===== src/hfr_pkg.sv =====
// ----------------------------------------------------------------------------
// hfr_pkg
// Shared types and constants of the hex frame request receiver: character
// codes, field sizes, event codes and the classified request that travels
// from the front end through the queue to the frame engine.
// ----------------------------------------------------------------------------
package hfr_pkg;

   localparam int HEX_DIGITS    = 8;
   localparam int DIGEST_DIGITS = 8;
   localparam int LAST_POS      = 2 * HEX_DIGITS + 3;
   localparam int POS_W         = $clog2(LAST_POS + 1);
   localparam int QUEUE_DEPTH   = 2;
   localparam int QPTR_W        = $clog2(QUEUE_DEPTH);
   localparam int QCNT_W        = $clog2(QUEUE_DEPTH + 1);

   localparam logic [7:0] CHAR_COMMA   = 8'h2C;
   localparam logic [7:0] CHAR_HASH    = 8'h23;
   localparam logic [7:0] CHAR_PERCENT = 8'h25;
   localparam logic [7:0] CHAR_0       = 8'h30;
   localparam logic [7:0] CHAR_9       = 8'h39;
   localparam logic [7:0] CHAR_LA      = 8'h61;
   localparam logic [7:0] CHAR_LF      = 8'h66;
   localparam logic [7:0] CHAR_UA      = 8'h41;
   localparam logic [7:0] CHAR_UF      = 8'h46;

   localparam logic [2:0] EV_HEADER  = 3'd0;
   localparam logic [2:0] EV_PAYLOAD = 3'd1;
   localparam logic [2:0] EV_OK      = 3'd2;
   localparam logic [2:0] EV_FORMAT  = 3'd3;
   localparam logic [2:0] EV_CRC     = 3'd4;

   typedef struct packed {
      logic [7:0] rx_byte;
      logic [3:0] nibble;
      logic       nib_ok;
      logic       is_comma;
      logic       is_hash;
      logic       is_pct;
   } entry_type;

   typedef struct packed {
      logic      valid;
      entry_type entry;
   } head_type;

endpackage


===== src/hfr_classify.sv =====
// ----------------------------------------------------------------------------
// hfr_classify
// Front end: decodes each incoming byte into its hex nibble and delimiter
// flags so the frame engine sees a ready-made classification.
// ----------------------------------------------------------------------------
module hfr_classify (
   input  logic [7:0]         rx_byte,
   output hfr_pkg::entry_type entry
);

   always_comb begin
      entry          = '0;
      entry.rx_byte  = rx_byte;
      entry.is_comma = (rx_byte == hfr_pkg::CHAR_COMMA);
      entry.is_hash  = (rx_byte == hfr_pkg::CHAR_HASH);
      entry.is_pct   = (rx_byte == hfr_pkg::CHAR_PERCENT);
      if (rx_byte >= hfr_pkg::CHAR_0 && rx_byte <= hfr_pkg::CHAR_9) begin
         entry.nib_ok = 1'b1;
         entry.nibble = 4'(rx_byte - hfr_pkg::CHAR_0);
      end else if (rx_byte >= hfr_pkg::CHAR_LA && rx_byte <= hfr_pkg::CHAR_LF) begin
         entry.nib_ok = 1'b1;
         entry.nibble = 4'(rx_byte - hfr_pkg::CHAR_LA + 8'd10);
      end else if (rx_byte >= hfr_pkg::CHAR_UA && rx_byte <= hfr_pkg::CHAR_UF) begin
         entry.nib_ok = 1'b1;
         entry.nibble = 4'(rx_byte - hfr_pkg::CHAR_UA + 8'd10);
      end
   end

endmodule


===== src/hfr_queue.sv =====
// ----------------------------------------------------------------------------
// hfr_queue
// Short request queue between the front end and the frame engine. Full is
// taken from the stored count only, so stall never waits on the far side.
// ----------------------------------------------------------------------------
module hfr_queue (
   input  logic               clock,
   input  logic               reset,
   input  logic               push,
   input  hfr_pkg::entry_type push_entry,
   output logic               full,
   input  logic               pop,
   output hfr_pkg::head_type  head
);

   hfr_pkg::entry_type                 slot_ff [hfr_pkg::QUEUE_DEPTH];
   logic [hfr_pkg::QPTR_W-1:0]         wr_ptr_ff, wr_ptr_in;
   logic [hfr_pkg::QPTR_W-1:0]         rd_ptr_ff, rd_ptr_in;
   logic [hfr_pkg::QCNT_W-1:0]         count_ff, count_in;
   logic                               do_push, do_pop;

   assign full       = (count_ff == hfr_pkg::QCNT_W'(hfr_pkg::QUEUE_DEPTH));
   assign head.valid = (count_ff != '0);
   assign head.entry = slot_ff[rd_ptr_ff];
   assign do_push    = push && !full;
   assign do_pop     = pop && head.valid;

   always_comb begin
      wr_ptr_in = do_push ? wr_ptr_ff + 1'b1 : wr_ptr_ff;
      rd_ptr_in = do_pop  ? rd_ptr_ff + 1'b1 : rd_ptr_ff;
      count_in  = count_ff;
      if (do_push && !do_pop) begin
         count_in = count_ff + 1'b1;
      end else if (!do_push && do_pop) begin
         count_in = count_ff - 1'b1;
      end
   end

   always_ff @(posedge clock) begin
      if (reset) begin
         wr_ptr_ff <= '0;
         rd_ptr_ff <= '0;
         count_ff  <= '0;
      end else begin
         wr_ptr_ff <= wr_ptr_in;
         rd_ptr_ff <= rd_ptr_in;
         count_ff  <= count_in;
      end
   end

   always_ff @(posedge clock) begin
      if (do_push) begin
         slot_ff[wr_ptr_ff] <= push_entry;
      end
   end

endmodule


===== src/hfr_back.sv =====
// ----------------------------------------------------------------------------
// hfr_back
// Frame engine: walks hunt, header, payload and digest one request per cycle
// unless stalled, keeps the running CRC-32C, loads the event output register.
// ----------------------------------------------------------------------------
module hfr_back (
   input  logic                clock,
   input  logic                reset,
   input  logic                csr_wr_en,
   input  logic [7:0]          csr_wr_data,
   input  hfr_pkg::head_type   head,
   output logic                pop,
   output logic                rsp_valid,
   input  logic                rsp_stall,
   output logic [2:0]          rsp_event_kind,
   output logic [7:0]          rsp_command_char,
   output logic [31:0]         rsp_argument,
   output logic [31:0]         rsp_payload_length,
   output logic                rsp_binary_payload,
   output logic [7:0]          rsp_payload_byte
);

   localparam logic [1:0] PH_HUNT    = 2'd0;
   localparam logic [1:0] PH_HEADER  = 2'd1;
   localparam logic [1:0] PH_PAYLOAD = 2'd2;
   localparam logic [1:0] PH_DIGEST  = 2'd3;

   localparam int PW = hfr_pkg::POS_W;
   localparam logic [PW-1:0] POS_COMMA1 = PW'(1);
   localparam logic [PW-1:0] POS_COMMA2 = PW'(hfr_pkg::HEX_DIGITS + 2);
   localparam logic [PW-1:0] POS_ARG_E  = PW'(hfr_pkg::HEX_DIGITS + 1);
   localparam logic [PW-1:0] POS_LEN_E  = PW'(2 * hfr_pkg::HEX_DIGITS + 2);
   localparam logic [PW-1:0] POS_LAST   = PW'(hfr_pkg::LAST_POS);
   localparam logic [PW-1:0] POS_DIG_L  = PW'(hfr_pkg::DIGEST_DIGITS - 1);
   localparam logic [31:0]   CRC_POLY   = 32'h82F63B78;

   function automatic logic [31:0] crc_byte(input logic [31:0] crc, input logic [7:0] b);
      logic [31:0] c;
      c = crc ^ {24'd0, b};
      for (int i = 0; i < 8; i++) begin
         c = c[0] ? ((c >> 1) ^ CRC_POLY) : (c >> 1);
      end
      return c;
   endfunction

   function automatic logic [31:0] hex_acc(input logic [31:0] acc,
                                           input hfr_pkg::entry_type e);
      return e.nib_ok ? {acc[27:0], e.nibble} : 32'hFFFF_FFFF;
   endfunction

   logic [7:0]    start_ff;
   logic [1:0]    phase_ff, phase_in;
   logic [PW-1:0] pos_ff, pos_in;
   logic [31:0]   rem_ff, rem_in;
   logic [7:0]    cmd_ff, cmd_in;
   logic [31:0]   arg_ff, arg_in;
   logic [31:0]   len_ff, len_in;
   logic [31:0]   dig_ff, dig_in;
   logic [31:0]   crc_ff, crc_in;
   logic [3:0]    hi_ff, hi_in;
   logic          bin_ff, bin_in;
   logic          fok_ff, fok_in;
   logic          rsp_valid_ff, rsp_valid_in;
   logic [2:0]    kind_ff;
   logic [7:0]    byte_ff;
   logic [7:0]    cmd_o_ff;
   logic [31:0]   arg_o_ff, len_o_ff;
   logic          bin_o_ff;

   hfr_pkg::entry_type e;
   logic          term, emit, out_free, delim_ok;
   logic [2:0]    kind;
   logic [7:0]    pbyte;
   logic [31:0]   crc_next, rem_dec;
   logic [PW-1:0] pos_inc;

   assign e        = head.entry;
   assign term     = e.is_hash | e.is_pct;
   assign out_free = !rsp_valid_ff || !rsp_stall;
   assign pop      = head.valid && out_free;
   assign crc_next = crc_byte(crc_ff, e.rx_byte);
   assign rem_dec  = rem_ff - 32'd1;
   assign pos_inc  = pos_ff + 1'b1;

   always_comb begin
      phase_in = phase_ff;
      pos_in   = pos_ff;
      rem_in   = rem_ff;
      cmd_in   = cmd_ff;
      arg_in   = arg_ff;
      len_in   = len_ff;
      dig_in   = dig_ff;
      crc_in   = crc_ff;
      hi_in    = hi_ff;
      bin_in   = bin_ff;
      fok_in   = fok_ff;
      emit     = 1'b0;
      kind     = hfr_pkg::EV_HEADER;
      pbyte    = 8'd0;
      delim_ok = 1'b0;
      unique case (phase_ff)
         PH_HEADER: begin
            if (pos_ff < POS_LAST && term) begin
               phase_in = PH_HUNT;
               emit     = 1'b1;
               kind     = hfr_pkg::EV_FORMAT;
            end else begin
               crc_in = crc_next;
               pos_in = pos_inc;
               if (pos_ff == '0) begin
                  cmd_in = e.rx_byte;
               end else if (pos_ff == POS_COMMA1 || pos_ff == POS_COMMA2) begin
                  if (!e.is_comma) begin
                     fok_in = 1'b0;
                  end
               end else if (pos_ff <= POS_ARG_E) begin
                  arg_in = hex_acc(arg_ff, e);
               end else if (pos_ff <= POS_LEN_E) begin
                  len_in = hex_acc(len_ff, e);
               end else begin
                  pos_in   = pos_ff;
                  delim_ok = term;
                  emit     = 1'b1;
                  if (e.is_pct) begin
                     bin_in = 1'b1;
                  end
                  if (!(fok_ff && delim_ok)) begin
                     fok_in   = 1'b0;
                     phase_in = PH_HUNT;
                     kind     = hfr_pkg::EV_FORMAT;
                  end else begin
                     rem_in   = len_ff;
                     dig_in   = '0;
                     pos_in   = '0;
                     phase_in = (len_ff != '0) ? PH_PAYLOAD : PH_DIGEST;
                     kind     = hfr_pkg::EV_HEADER;
                  end
               end
            end
         end
         PH_PAYLOAD: begin
            crc_in = crc_next;
            if (!bin_ff && pos_ff == '0) begin
               hi_in  = e.nib_ok ? e.nibble : 4'hF;
               pos_in = PW'(1);
            end else begin
               if (bin_ff) begin
                  pbyte = e.rx_byte;
               end else begin
                  pbyte  = {hi_ff, 4'd0} + (e.nib_ok ? {4'd0, e.nibble} : 8'hFF);
                  pos_in = '0;
               end
               emit   = 1'b1;
               kind   = hfr_pkg::EV_PAYLOAD;
               rem_in = rem_dec;
               if (rem_dec == '0) begin
                  phase_in = PH_DIGEST;
                  pos_in   = '0;
                  dig_in   = '0;
               end
            end
         end
         PH_DIGEST: begin
            if (pos_ff < POS_DIG_L && term) begin
               phase_in = PH_HUNT;
               emit     = 1'b1;
               kind     = hfr_pkg::EV_CRC;
            end else begin
               dig_in = hex_acc(dig_ff, e);
               pos_in = pos_inc;
               if (pos_ff >= POS_DIG_L) begin
                  phase_in = PH_HUNT;
                  emit     = 1'b1;
                  kind     = (dig_in == ~crc_ff) ? hfr_pkg::EV_OK : hfr_pkg::EV_CRC;
               end
            end
         end
         default: begin
            phase_in = PH_HUNT;
            if (e.rx_byte == start_ff) begin
               phase_in = PH_HEADER;
               pos_in   = '0;
               rem_in   = '0;
               cmd_in   = '0;
               arg_in   = '0;
               len_in   = '0;
               dig_in   = '0;
               crc_in   = 32'hFFFF_FFFF;
               hi_in    = '0;
               bin_in   = 1'b0;
               fok_in   = 1'b1;
            end
         end
      endcase
      rsp_valid_in = pop ? emit : (rsp_valid_ff && rsp_stall);
   end

   always_ff @(posedge clock) begin
      if (reset) begin
         start_ff     <= '0;
         phase_ff     <= PH_HUNT;
         pos_ff       <= '0;
         rem_ff       <= '0;
         cmd_ff       <= '0;
         arg_ff       <= '0;
         len_ff       <= '0;
         dig_ff       <= '0;
         crc_ff       <= 32'hFFFF_FFFF;
         hi_ff        <= '0;
         bin_ff       <= 1'b0;
         fok_ff       <= 1'b1;
         rsp_valid_ff <= 1'b0;
      end else begin
         if (csr_wr_en) begin
            start_ff <= csr_wr_data;
         end
         if (pop) begin
            phase_ff <= phase_in;
            pos_ff   <= pos_in;
            rem_ff   <= rem_in;
            cmd_ff   <= cmd_in;
            arg_ff   <= arg_in;
            len_ff   <= len_in;
            dig_ff   <= dig_in;
            crc_ff   <= crc_in;
            hi_ff    <= hi_in;
            bin_ff   <= bin_in;
            fok_ff   <= fok_in;
         end
         rsp_valid_ff <= rsp_valid_in;
      end
   end

   always_ff @(posedge clock) begin
      if (pop && emit) begin
         kind_ff  <= kind;
         byte_ff  <= pbyte;
         cmd_o_ff <= cmd_in;
         arg_o_ff <= arg_in;
         len_o_ff <= len_in;
         bin_o_ff <= bin_in;
      end
   end

   assign rsp_valid          = rsp_valid_ff;
   assign rsp_event_kind     = kind_ff;
   assign rsp_command_char   = cmd_o_ff;
   assign rsp_argument       = arg_o_ff;
   assign rsp_payload_length = len_o_ff;
   assign rsp_binary_payload = bin_o_ff;
   assign rsp_payload_byte   = byte_ff;

endmodule


===== src/hex_frame_request_receiver_unit.sv =====
// ----------------------------------------------------------------------------
// hex_frame_request_receiver_unit
// Receives a hex-framed request one byte at a time and reports header,
// payload bytes and the frame's CRC-32C outcome as events.
// ----------------------------------------------------------------------------
// One request (byte) is taken per cycle while not stalled. A taken request
// enters a two-entry queue; the frame engine retires one queued request per
// cycle unless output stalls, updating the byte-wide CRC-32C and the
// header/payload/digest fields in a single step, and any event it raises is
// loaded into the output register at the edge that retires the request, so
// an event follows its request through a queue slot and the output register.
// req_stall rises only while both queue entries are occupied, which happens
// when rsp_stall holds an event waiting. A frame opens on csr_wr_data's
// stored start character; write it only while the block is idle.
module hex_frame_request_receiver_unit (
   input  logic        clock,
   input  logic        reset,
   input  logic        csr_wr_en,
   input  logic [7:0]  csr_wr_data,
   input  logic        req_valid,
   output logic        req_stall,
   input  logic [7:0]  req_rx_byte,
   output logic        rsp_valid,
   input  logic        rsp_stall,
   output logic [2:0]  rsp_event_kind,
   output logic [7:0]  rsp_command_char,
   output logic [31:0] rsp_argument,
   output logic [31:0] rsp_payload_length,
   output logic        rsp_binary_payload,
   output logic [7:0]  rsp_payload_byte
);

   hfr_pkg::entry_type entry;
   hfr_pkg::head_type  head;
   logic               full, pop;

   assign req_stall = full;

   hfr_classify u_classify (
      .rx_byte (req_rx_byte),
      .entry   (entry)
   );

   hfr_queue u_queue (
      .clock      (clock),
      .reset      (reset),
      .push       (req_valid),
      .push_entry (entry),
      .full       (full),
      .pop        (pop),
      .head       (head)
   );

   hfr_back u_back (
      .clock              (clock),
      .reset              (reset),
      .csr_wr_en          (csr_wr_en),
      .csr_wr_data        (csr_wr_data),
      .head               (head),
      .pop                (pop),
      .rsp_valid          (rsp_valid),
      .rsp_stall          (rsp_stall),
      .rsp_event_kind     (rsp_event_kind),
      .rsp_command_char   (rsp_command_char),
      .rsp_argument       (rsp_argument),
      .rsp_payload_length (rsp_payload_length),
      .rsp_binary_payload (rsp_binary_payload),
      .rsp_payload_byte   (rsp_payload_byte)
   );

endmodule


===== config.mk =====
export PLATFORM = sky130hd
export DESIGN_NAME = hex_frame_request_receiver_unit
export DESIGN_NICKNAME = d
export VERILOG_FILES = /design/src/hfr_pkg.sv /design/src/hfr_classify.sv /design/src/hfr_queue.sv /design/src/hfr_back.sv /design/src/hex_frame_request_receiver_unit.sv
export SDC_FILE = /design/constraint.sdc
export NUM_CORES = 1
export LEC_CHECK = 0
export BUFFER_PORTS_ARGS = -buffer_cell sky130_fd_sc_hd__buf_4
export CORE_MARGIN = 5
export CORE_UTILIZATION = 40
export DETAILED_ROUTE_END_ITERATION = 10
export GPL_TIMING_DRIVEN = 1
export PLACE_DENSITY = 0.6
export SETUP_SLACK_MARGIN = 0.02
export SLEW_MARGIN = 20
export SYNTH_ARGS = -nofsm -noshare
export SYNTH_HDL_FRONTEND = slang
export SYNTH_SLANG_ARGS = --single-unit

===== constraint.sdc =====
create_clock -name clock -period 10.85 [get_ports clock]
set_input_delay 2.17 -clock clock [delete_from_list [all_inputs] [get_ports clock]]
set_output_delay 2.17 -clock clock [all_outputs]
set_load 0.005 [all_outputs]

# ---- Word level (Yosys, flattened, before mapping)
# Memory sizes are Yosys's and may differ from the RTL's. A register that Yosys moved wholly into a read port is not among the register bits.
# Cells that the tools add are included.
dict set report totals {
  regBits 274
  mem_count 1
  output_inout_bits 86
  mem_bits_rw 32
  inputBits 21
  elab_cells 262
}
dict set report classes {
  order_cmp 11
  bitwise_logic 15
  n_mux 128
  n_addsub 12
  n_reduce_logical 41
  n_eq_ne 32
}
# name depth width read_ports rd_clocked_by_memory_dff wr line_no
set memory_table {}
lappend memory_table {u_queue.slot_ff 2 16 1 1 1 hfr_queue.sv:16} ;# hfr_pkg::entry_type slot_ff [hfr_pkg::QUEUE_DEPTH];
# operator n
set op_table {}
lappend op_table {{$mux 32} 32}
lappend op_table {{$mux 28} 9}
lappend op_table {{$pmux 32 s3} 2}
lappend op_table {{$not 16->17} 8}
lappend op_table {{$pmux 32 s2} 2}
lappend op_table {{$pmux 28 s3} 1}
lappend op_table {{$mux 5} 14}
lappend op_table {{$mux 8} 5}
lappend op_table {{$eq 32x32->1} 1}
lappend op_table {{$logic_not 32->1} 1}
lappend op_table {{$not 32->32} 1}
lappend op_table {{$reduce_bool 32->1} 1}
lappend op_table {{$sub 32x1->32 const B} 1}
lappend op_table {{$xor 32x8->32} 1}
lappend op_table {{$mux 1} 31}
lappend op_table {{$mux 2} 13}
lappend op_table {{$eq 8x6->1 const B} 3}
lappend op_table {{$mux 3} 8}
lappend op_table {{$ne 3x2->1 const B} 7}
lappend op_table {{$ge 8x7->1 const B} 2}
lappend op_table {{$le 8x7->1 const B} 2}
lappend op_table {{$pmux 8 s2} 1}
lappend op_table {{$pmux 5 s3} 1}
lappend op_table {{$logic_and 1x1->1} 14}
lappend op_table {{other kinds (46)} 78}

# ---- Logic depth before layout (Yosys ltp)
dict set report depth {
  depth_word 19
  ltp_mapped 16
  ltp_nobuf 10
}

# ---- By module
# From an unflattened synthesis, not the netlist that was laid out.
dict set report hier_totals {
  cells_unflattened 1778
  area_unflattened_um2 16281.9
}
# mod n_inst area_per_inst_um2 cells_per_inst
set modules_own_cells {}
lappend modules_own_cells {hfr_back 1 14630.3 1666}
lappend modules_own_cells {hfr_queue 1 1373.8 75}
lappend modules_own_cells {hfr_classify 1 277.8 37}

# ---- Worst setup path after synthesis
# No wires, ideal clock.
dict set report synth_timing {
  kind {input to register}
  from {in rsp_stall}
  to {reg u_back.arg_o_ff[0] (netlist: u_back.rsp_argument[0]), enable pin}
  n_path_buf 0
  arrival_ns 8.885
  stages 4
  path_slack_ns 1.284
  setup_ns 0.681
  path_cell_list {nand2_1 -> o21a_1 -> inv_2 -> a311oi_1}
}
dict set report synth_between {
  elab_chain_len 4
}
# element line_no
set synth_lines {}
lappend synth_lines {{from (decl)} hex_frame_request_receiver_unit.sv:24} ;# input logic rsp_stall,
lappend synth_lines {{$logic_not 1->1} hfr_back.sv:79} ;# assign out_free = !rsp_valid_ff || !rsp_stall;
lappend synth_lines {{$logic_or 1x1->1} hfr_back.sv:79}
lappend synth_lines {{$logic_and 1x1->1} hfr_back.sv:80} ;# assign pop = head.valid && out_free;
lappend synth_lines {{$logic_and 1x1->1} hfr_back.sv:235} ;# if (pop && emit) begin
lappend synth_lines {{to (signal assigned)} hfr_back.sv:239} ;# arg_o_ff <= arg_in;
lappend synth_lines {{to (decl)} hfr_back.sv:67} ;# logic [31:0] arg_o_ff, len_o_ff;
# No other way between the ends.
# A chain may end at the register's enable or synchronous reset.

# ---- Worst setup path in the final report
dict set report layout_timing {
  from {in rsp_stall}
  to {reg u_back.dig_ff[8]}
}
dict set report layout_between {
  elab_chain_len 4
}
# element line_no
set layout_lines {}
lappend layout_lines {{$logic_not 1->1} hfr_back.sv:79}
lappend layout_lines {{$logic_or 1x1->1} hfr_back.sv:79}
lappend layout_lines {{$logic_and 1x1->1} hfr_back.sv:80}
lappend layout_lines {{$reduce_and 11->1 (no line)} n/a}
lappend layout_lines {{to (signal assigned)} hfr_back.sv:224} ;# dig_ff <= dig_in;
lappend layout_lines {{to (decl)} hfr_back.sv:58} ;# logic [31:0] dig_ff, dig_in;
# No other way between the ends.

==> metrics.txt <==
dpl cell area=17,150 µm²; antenna violation net count after detailed routing=0; Yosys top cell by area=dfxtp_1; VDD IR max=0.1321 mV; # fillers=~3,800; Post-synth EDFFs=116; DR vias=13,520; max incr delay on CP=0.71 ns; final cycle utilization of the critical path=41.92%; final WL=45,550 µm; flops & latches, synth=307; Layout Nets=about 1,800; GRT Total Usage=between 10% and 20%; max-cap violation count=0; synth unique cells=83; slew of the pin with the lowest slew margin=1.075 ns; clock sink total=between 300 and 400; core area=39,640 µm²; max-slew violations=0; global-route wire length before repair=72,150 µm; area share of the largest cell type after synthesis=23.86%; remaining global-route overflow=0; Detailed Place HPWL=30,390 µm; initial core utilization=40.42%; final instance area=18,360 µm²; share of layout cells above drive strength 1=13.40%; leakage dissipation=0.007035 µW; slew margin rel.=28.33%; final setup vio count=0; syn avg cell area=9.141 µm²; TNS Setup=0 ns; die height=around 210 µm; crit path time final=4.548 ns; drt drc=0; CTS tree=done; area of the multi-input gates=8133 µm²; Synth Instances=1,753; die area=44,160 µm²; cts hold-fix bufs=0; CP endpoint kind=flip-flop; clk root buf=clkbuf_16; area delta synth->final=14.56%; die width=210.2 µm; antenna violations before repair=0; IO buf count=106; most frequent cells in the layout=253 x nor2_1, 191 x dfxtp_1, 129 x nand2_1; most common cell after layout, fill and taps aside=nor2_1; placed cells=~2,300; Yosys warnings=0; Final Skew=roughly 0.017 ns; GPL Wtd Cong=0.8732; fmax=roughly 0.22 GHz; Reg clk slew, reported paths=approximately 0.060 ns; CP required=~11 ns; final core occ=46.31%; most frequent cell on the critical path=buf_4; Skew-Pair Late Insertion Delay=roughly 0.52 ns; status=completed; row cnt=73; pin count of the biggest net entering global routing=81; via-per-instance ratio=5.781; H-tree levels=2; clk buf depth=3; vias in the first global route=12,740; CTS Buf Count=36; Initial DRT Pass Iterations=6; Cell Chain, Critical Path=buf_4 > nand2_1 > o21a_2 > buf_4 > and2_1 > nand3_1 > a21o_1 > nand2b_4 > o41ai_1; Hold Crit Class=flip-flop to flip-flop; net count after synthesis=1,794; prevailing post-synth register cell=dfxtp_1; post-CTS sizing=0; non-filler cells, final=2,339; Register Area=7307 µm²; Critical Path AT=4.96 ns; ys async rst share=0%; PwrDens=211.5 nW/µm²; register area share after synthesis=between 40% and 50%; mapped cell area=16,020 µm²; power consumption=about 3900 µW; WL per Instance=19.47 µm; CP max FO=74; IO Count=107; WS Path Type=primary input to flip-flop; RSZ-0062 raised after global routing=no; DRT iter0 DRCs=1,192; Antenna Cells=0; Crit-path slowest cell=buf_4; Hold Vio Cnt, Final=0; Critical Path Source Type=primary input; ranking of synthesized cells by area=dfxtp_1 24%, edfxtp_1 22%, nor2_1 6.0%, xnor2_1 4.5%, nand2_1 3.0%; setup bufs post-CTS=0
-- synthesized netlist by cell type (all sizes together) (4+ instances only) --
cell type,number
a21oi,85
inv,27
mux2,13
a311oi,7
nor2,255
ha,19
a21o,62
o31ai,4
xor2,52
a211oi,62
o21ai,100
and2,5
o41ai,13
and3,9
o22a,16
o211ai,28
or4,11
o22ai,26
or3,12
nor2b,4
a22o,6
nor4,22
nand2b,15
nand3,52
edfxtp,116
nand4,11
mux2i,19
nor3,50
a22oi,37
xnor2,86
nand3b,4
o32ai,9
clkbuf,104
o31a,4
a31oi,4
nand2,131
buf,27
nor4b,5
nor3b,8
dfxtp,191
a21boi,4
-- state kept, by name (all words and copies together) (netlist names), 2 cells and up, named ones only --
register / count
u_back.start_ff: 8
u_back.rsp_event_kind: 3
u_back.cmd_ff: 8
u_back.crc_ff: 32
u_back.dig_ff: 28
u_back.arg_ff: 32
u_queue.count_ff: 2
u_back.rsp_command_char: 8
u_back.pos_ff: 5
u_queue.slot_ff: 32
u_back.rsp_payload_byte: 8
u_back.rsp_argument: 32
u_back.rsp_payload_length: 32
u_back.len_ff: 32
u_back.rem_ff: 32
u_back.hi_ff: 4
-- report_power, final --
| part | leakage, µW | switching [µW] | internal, µW |
|---|---|---|---|
| clock network | 0.000591 | 478 | 743 |
| logic | 0.00385 | 788 | 520 |
| registers | 0.00259 | 62.3 | 1290 |
| total | 0.00703 | 1330 | 2560 |
-- cell families (layout without fill, tap and decap cells) --
logic type / Yosys count / in the layout / share of synthesized area (%)
xor gates and xnor gates: 138 / 138 / 7.894
buffers and inverters: 159 / 220 / 4.099
adders and majority gates: 20 / 20 / 1.609
AOI/OAI and AO/OA: 492 / 492 / 21.12
muxes: 32 / 32 / 2.171
DFF: 307 / 307 / 45.60
and+or+nand+nor: 605 / 605 / 17.51
-- cell type report --
| cell class | instances | area share (%) |
|---|---|---|
| clock inverters | 16 | 0.8520 |
| multi-input cells | 1287 | 44.30 |
| clock buffers | 48 | 5.657 |
| inverters | 28 | 0.5725 |
| well taps | 525 | 3.578 |
| flip-flops and latches | 307 | 39.80 |
| repair buffers | 128 | 5.234 |
-- layer usage --
layer / part of all wire [%] / GRT usage [%]
met3: 7.1 / 3.289
met4: 2.5 / 5.828
met1: 46 / 29.22
met2: 45 / 30.35
met5: 0 / 0
-- stage by stage --
step | hold slack (ns) | setup slack, ns
6_report | 0.4510 | 6.302
4_1_cts | 0.4533 | 6.323
3_5_place_dp | 0.4460 | 5.760
2_1_floorplan | 0.4317 | 1.284
5_1_grt | 0.4790 | 5.974
3_3_place_gp | 0.4373 | 5.848
-- path summary, 6_finish.rpt --
path,startpoint,end,slack (ns),cells past startpoint
worst min register to register,u_back.cmd_ff[2],u_back.cmd_ff[2],0.45,2
worst max register to register,flip-flop,u_back.rsp_event_kind[1],6.31,12
worst min-delay path,u_back.cmd_ff[2],u_back.cmd_ff[2],0.45,2
worst max-delay path,rsp_stall,u_back.dig_ff[8],6.30,9
-- critical path, delay by kind of cell --
kind / cells / cell delay [ns]
compound gates: 3 / 0.99
simple gates: 4 / 0.90
buf+inv: 2 / 0.82
Note: power is estimated with default switching activity, not from simulation.
